## config.mk

```make
export PLATFORM = sky130hd
export DESIGN_NAME = blts_queue
export DESIGN_NICKNAME = d
export VERILOG_FILES = /design/src/blts_pkg.sv /design/src/blts_queue.sv
export SDC_FILE = /design/constraint.sdc
export NUM_CORES = 1
export LEC_CHECK = 0
export BUFFER_PORTS_ARGS = -buffer_cell sky130_fd_sc_hd__buf_2
export CAP_MARGIN = 20
export CORE_AREA = 5 5 190 192
export CTS_CLUSTER_DIAMETER = 80
export DETAILED_ROUTE_END_ITERATION = 8
export DIE_AREA = 0 0 195 197
export GPL_TIMING_DRIVEN = 0
export PLACE_DENSITY = 0.77
export SLEW_MARGIN = 0
export SYNTH_ARGS = -nofsm -noshare
export SYNTH_HDL_FRONTEND = slang
export SYNTH_SLANG_ARGS = --single-unit
export TNS_END_PERCENT = 30
```

## constraint.sdc

```tcl
create_clock -name clk -period 3.2 [get_ports clk]
set_input_delay 0.96 -clock clk [delete_from_list [all_inputs] [get_ports clk]]
set_output_delay 0.96 -clock clk [all_outputs]
set_load 0.005 [all_outputs]
```

## src/blts_pkg.sv

```systemverilog
// shared types and constants for the bilinear luminance texture sampler
package blts_pkg;

  localparam int unsigned CfgIdxW = 3;
  localparam int unsigned AddrW = 16;
  localparam int unsigned LumaW = 16;

  typedef enum logic [CfgIdxW-1:0] {
    REG_TEX_WIDTH   = 3'd0,
    REG_TEX_HEIGHT  = 3'd1,
    REG_COORD_SCALE = 3'd2,
    REG_TILE_X      = 3'd3,
    REG_TILE_Y      = 3'd4
  } cfg_reg_t;

  typedef enum logic {
    OP_WRITE  = 1'b0,
    OP_SAMPLE = 1'b1
  } op_t;

  localparam logic [LumaW-1:0] EMPTY_LUMA = 16'd32768;

  // item handed from front to back
  typedef struct packed {
    logic             is_sample;
    logic             empty;
    logic [AddrW-1:0] waddr;
    logic [LumaW-1:0] wdata;
    logic [AddrW-1:0] a00;
    logic [AddrW-1:0] a10;
    logic [AddrW-1:0] a01;
    logic [AddrW-1:0] a11;
    logic [15:0]      tx;
    logic [15:0]      ty;
  } blts_cmd_t;

  // floor(v/3) for v < 3*2^16 (the result is LumaW bits) via reciprocal multiply and correction
  function automatic logic [LumaW-1:0] div3(input logic [17:0] v);
    logic [37:0] p;
    logic [17:0] q;
    logic [17:0] r;
    p = 38'(v) * 38'd87382;   // ceil(2^18/3)
    q = p[35:18];
    r = v - 18'(q * 18'd3);
    if (r[17]) q = q - 18'd1;
    else if (r >= 18'd3) q = q + 18'd1;
    return q[LumaW-1:0];
  endfunction

endpackage

```

## src/blts_queue.sv

```systemverilog
// short fifo between front end and back end
module blts_queue #(
  parameter int unsigned DEPTH = 4
) (
  input  logic                 clk,
  input  logic                 rst_n,
  input  logic                 wr_valid,
  output logic                 wr_ready,
  input  blts_pkg::blts_cmd_t  wr_data,
  output logic                 rd_valid,
  input  logic                 rd_ready,
  output blts_pkg::blts_cmd_t  rd_data
);
  import blts_pkg::*;

  localparam int unsigned PtrW = $clog2(DEPTH);

  blts_cmd_t         mem_r [DEPTH];
  logic [PtrW-1:0]   wp_r, rp_r;
  logic [PtrW:0]     cnt_r;
  logic              do_wr, do_rd;

  assign wr_ready = (cnt_r != (PtrW+1)'(DEPTH));
  assign rd_valid = (cnt_r != '0);
  assign do_wr = wr_valid && wr_ready;
  assign do_rd = rd_valid && rd_ready;
  assign rd_data = mem_r[rp_r];

  always_ff @(posedge clk) begin
    if (!rst_n) begin
      wp_r  <= '0;
      rp_r  <= '0;
      cnt_r <= '0;
    end else begin
      if (do_wr) wp_r <= (wp_r == PtrW'(DEPTH-1)) ? '0 : wp_r + 1'b1;
      if (do_rd) rp_r <= (rp_r == PtrW'(DEPTH-1)) ? '0 : rp_r + 1'b1;
      cnt_r <= cnt_r + (PtrW+1)'(do_wr) - (PtrW+1)'(do_rd);
    end
  end

  always_ff @(posedge clk) begin
    if (do_wr) mem_r[wp_r] <= wr_data;
  end
endmodule

```

==> results_dict.tcl <==
set metrics [dict create \
    netlist.area_leader.share_pct 81.11 \
    synth.yosys.seq_area_share_pct 82.05 \
    core-area_um2 34200 \
    gr-usage-all-layers_pct 19.29 \
    worstHoldPathType "reg2reg" \
    cp.required_ns 2.24 \
    routability_cong 0.7077 \
    dr_total_vias 8783 \
    most_instantiated_cells_after_synthesis "sky130_fd_sc_hd__edfxtp_1, sky130_fd_sc_hd__mux4_2, sky130_fd_sc_hd__buf_6" \
    reg_clk_slew_reported_paths_ns 0.06 \
    drtPass1Iterations 5 \
    synth_area_um2 19250 \
    design_area_um2 23060 \
    drt_wl_total_um 36770 \
    timing.final.hold_violations 0 \
    area_growth_syn_to_layout_pct 19.79 \
    clock_latency_ns 0.58 \
    crit-reg2reg-launch "cnt_r[1]$_SDFF_PN0_" \
    clkSinkCount 529 \
    clock_skew_ns 0.01210 \
    endpoint_kind "output pin" \
    place_area_um2 21380 \
    numCtsBuffers 52 \
    rsz0062_at_grt "true" \
    synth-async-reset-ratio_pct 0 \
    timing.critical_path.buf_inv 4 \
    antenna_violations_before_repair 5 \
    vias_in_the_first_global_route 9523 \
    synth_area_per_cell_um2 26.34 \
    worst-r2r-cell-count 12 \
    yosys_warnings 0 \
    crit_family "buffers and inverters" \
    route.antenna.remaining_nets 0 \
    postSynth.topFlopCell "sky130_fd_sc_hd__edfxtp_1" \
    worst-slew-pin-transition_ns 0.6920 \
    place_hpwl_um 22960 \
    power.ir.vdd_worst_mv 0.5981 \
    final-max-slew-violation-count 0 \
    grt_pass1_wl_um 56480 \
    hold-path-cell-count 2 \
    maximum_fanout_along_the_worst_path 10 \
    clk_root_buffer_cell "sky130_fd_sc_hd__clkbuf_16" \
    netlist-cell-type-count 27 \
    initial_core_util_pct 56.28 \
    maximum_number_of_pins_on_one_net_before_global_route_repair 57 \
    i_o_pin_count 266 \
    synth_area_leader_cell "sky130_fd_sc_hd__edfxtp_1" \
    power_leakage_nw 7.771 \
    count_of_nets_after_finishing 1200 \
    drive_above_1_share_pct 46.25 \
    clock_path_buffers 3 \
    hold-worst-slack_ns 0.5314 \
    critical_path.slowest_cell "sky130_fd_sc_hd__mux4_2" \
    fillers 2129 \
    reg2reg_setup_slack_ns 0.67 \
    timing.fmax_ghz 0.3210 \
    floorplan.die.height_um 197 \
    critical_path_cell_count 5 \
    crit_arrival_ns 2.16 \
    outcome "complete, no violations" \
    crit_type "reg2out" \
    syn_inst 731 \
    num_rows 68 \
    slew_headroom_pct 53.86 \
    max_stage_delay_ns 0.55 \
    final.period_utilization_pct 97.36 \
    setup.worst_path.end "rd_data[102]" \
    detailed_route_iter0_violations 603 \
    worstReg2RegEnd "cnt_r[2]$_SDFF_PN0_" \
    largest_cells_by_area_after_synthesis "sky130_fd_sc_hd__edfxtp_1, sky130_fd_sc_hd__mux4_2, sky130_fd_sc_hd__dfxtp_1" \
    drc 0 \
    postLayoutSetupSlackWorst_ns 0.08462 \
    dieArea_um2 38420 \
    ys_ff_latch 529 \
    post_cts.repair.setup_buffers 0 \
    setup-violations-final 0 \
    clock_tree_from_tritoncts "yes" \
    cts-htree-levels 2 \
    number_of_enable_flip_flop_cells_after_synthesis 520 \
    mappedNetlistNets 873 \
    max_cap_viol_count 0 \
    crit_path_cell_trace "clkbuf_2 > buf_12 > buf_8 > mux4_2 > buf_2" \
    hold_buffers 0 \
    routed_wire_per_std_cell_um 23.72 \
    start_kind "flip-flop" \
    worst_slack_at_placement_ns 0.1575 \
    synthMostInstantiatedCell "sky130_fd_sc_hd__edfxtp_1" \
    die_width_um 195 \
    power.density_cell_area_nw_per_um2 784.0 \
    buffer_ports.inserted 265 \
    final.min_clock_period_ns 3.115 \
    avgViaCountPerCell 5.666 \
    globalRouteOverflowTotal 0 \
]
==> metrics by stage <==
step	TNS [ns]	util (%)	cells	total power, mW
3_5_place_dp	0	62.51	1459	12.44
6_report	0	67.42	1550	18.08
3_3_place_gp	-573.93	61.83	1451	12.34
5_1_grt	-0.09218	67.42	1549	18.92
2_1_floorplan	0	-	731	10.87
4_1_cts	-0.03815	67.32	1549	18.30
==> power breakdown <==
part | switching (mW) | internal, mW
Sequential | 0.166 | 8.39
Combinational | 1.80 | 1.91
Clock | 2.38 | 3.43
Total | 4.35 | 13.7
==> timing repair <==
item / in CTS / in global routing
pin swaps: 0 / 0
gates resized for setup: 4 / 9
endpoints found under the setup margin: 100 / 83
==> layout make-up <==
cell class              count  area, um2  area share, %
plain buffers              31      276.5          1.199
multi-input cells         165       3217          13.95
clock buffers              62       1370          5.941
flip-flops and latches    529      15800          68.49
inverters                   6      22.52        0.09766
diodes                      1      2.502        0.01085
repair buffers            273       1546          6.706
clock inverters            28      261.5          1.134
well taps                 455      569.3          2.469
==> cells in the final DEF (no fill, tap or decap), drive strengths merged <==
cell type	n
and2	3
and3	4
buf	300
bufinv	5
clkbuf	66
clkinv	19
clkinvlp	2
dfxtp	9
diode	1
edfxtp	520
fa	1
ha	7
inv	8
mux2i	1
mux4	130
nand2	5
nand3	2
nand4	1
nor2	2
nor2b	1
o21ai	3
o31ai	1
or3	1
or3b	1
xnor2	2
==> state kept, by name, indices dropped and copies added, names as in the netlist, named ones only <==
register	count
mem_r	520
cnt_r	3
rp_r	2
wp_r	2
==> layer usage <==
layer	global-route usage [%]	part of all wire, %	vias up
met5	0	0.17	-
met3	5.675	8.7	54
li1	-	-	3818
met4	5.198	1.7	10
met1	25.68	39	4577
met2	31.96	50	324
==> how the worst min path moves through the flow <==
stage,start,end
after floorplan,wp_r[1]$_SDFFE_PN0P_,wp_r[1]$_SDFFE_PN0P_
after global placement,wp_r[0]$_SDFFE_PN0P_,wp_r[0]$_SDFFE_PN0P_
after detailed placement,wp_r[0]$_SDFFE_PN0P_,wp_r[0]$_SDFFE_PN0P_
after CTS,wp_r[0]$_SDFFE_PN0P_,wp_r[0]$_SDFFE_PN0P_
after global routing,wp_r[1]$_SDFFE_PN0P_,wp_r[1]$_SDFFE_PN0P_
final,rp_r[1]$_SDFFE_PN0N_,flip-flop
==> tightest hold or removal path, cell delays in order (launching register included) <==
cell	delay, ns
sky130_fd_sc_hd__dfxtp_1	0.33
sky130_fd_sc_hd__nand3_1	0.07
sky130_fd_sc_hd__o21ai_0	0.10
==> cells by family after synthesis <==
| kind of cell | Yosys count | synth area share [%] |
|---|---|---|
| AO/OA/AOI/OAI | 4 | 0.1170 |
| flip-flops | 529 | 82.05 |
| multiplexers | 131 | 15.26 |
| XOR/XNOR | 2 | 0.09101 |
| adder cells (fa/ha/maj) | 8 | 0.5589 |
| buffers and inverters | 37 | 1.319 |
| AND/OR/NAND/NOR | 20 | 0.6045 |
(Power assumes the default switching activity.)
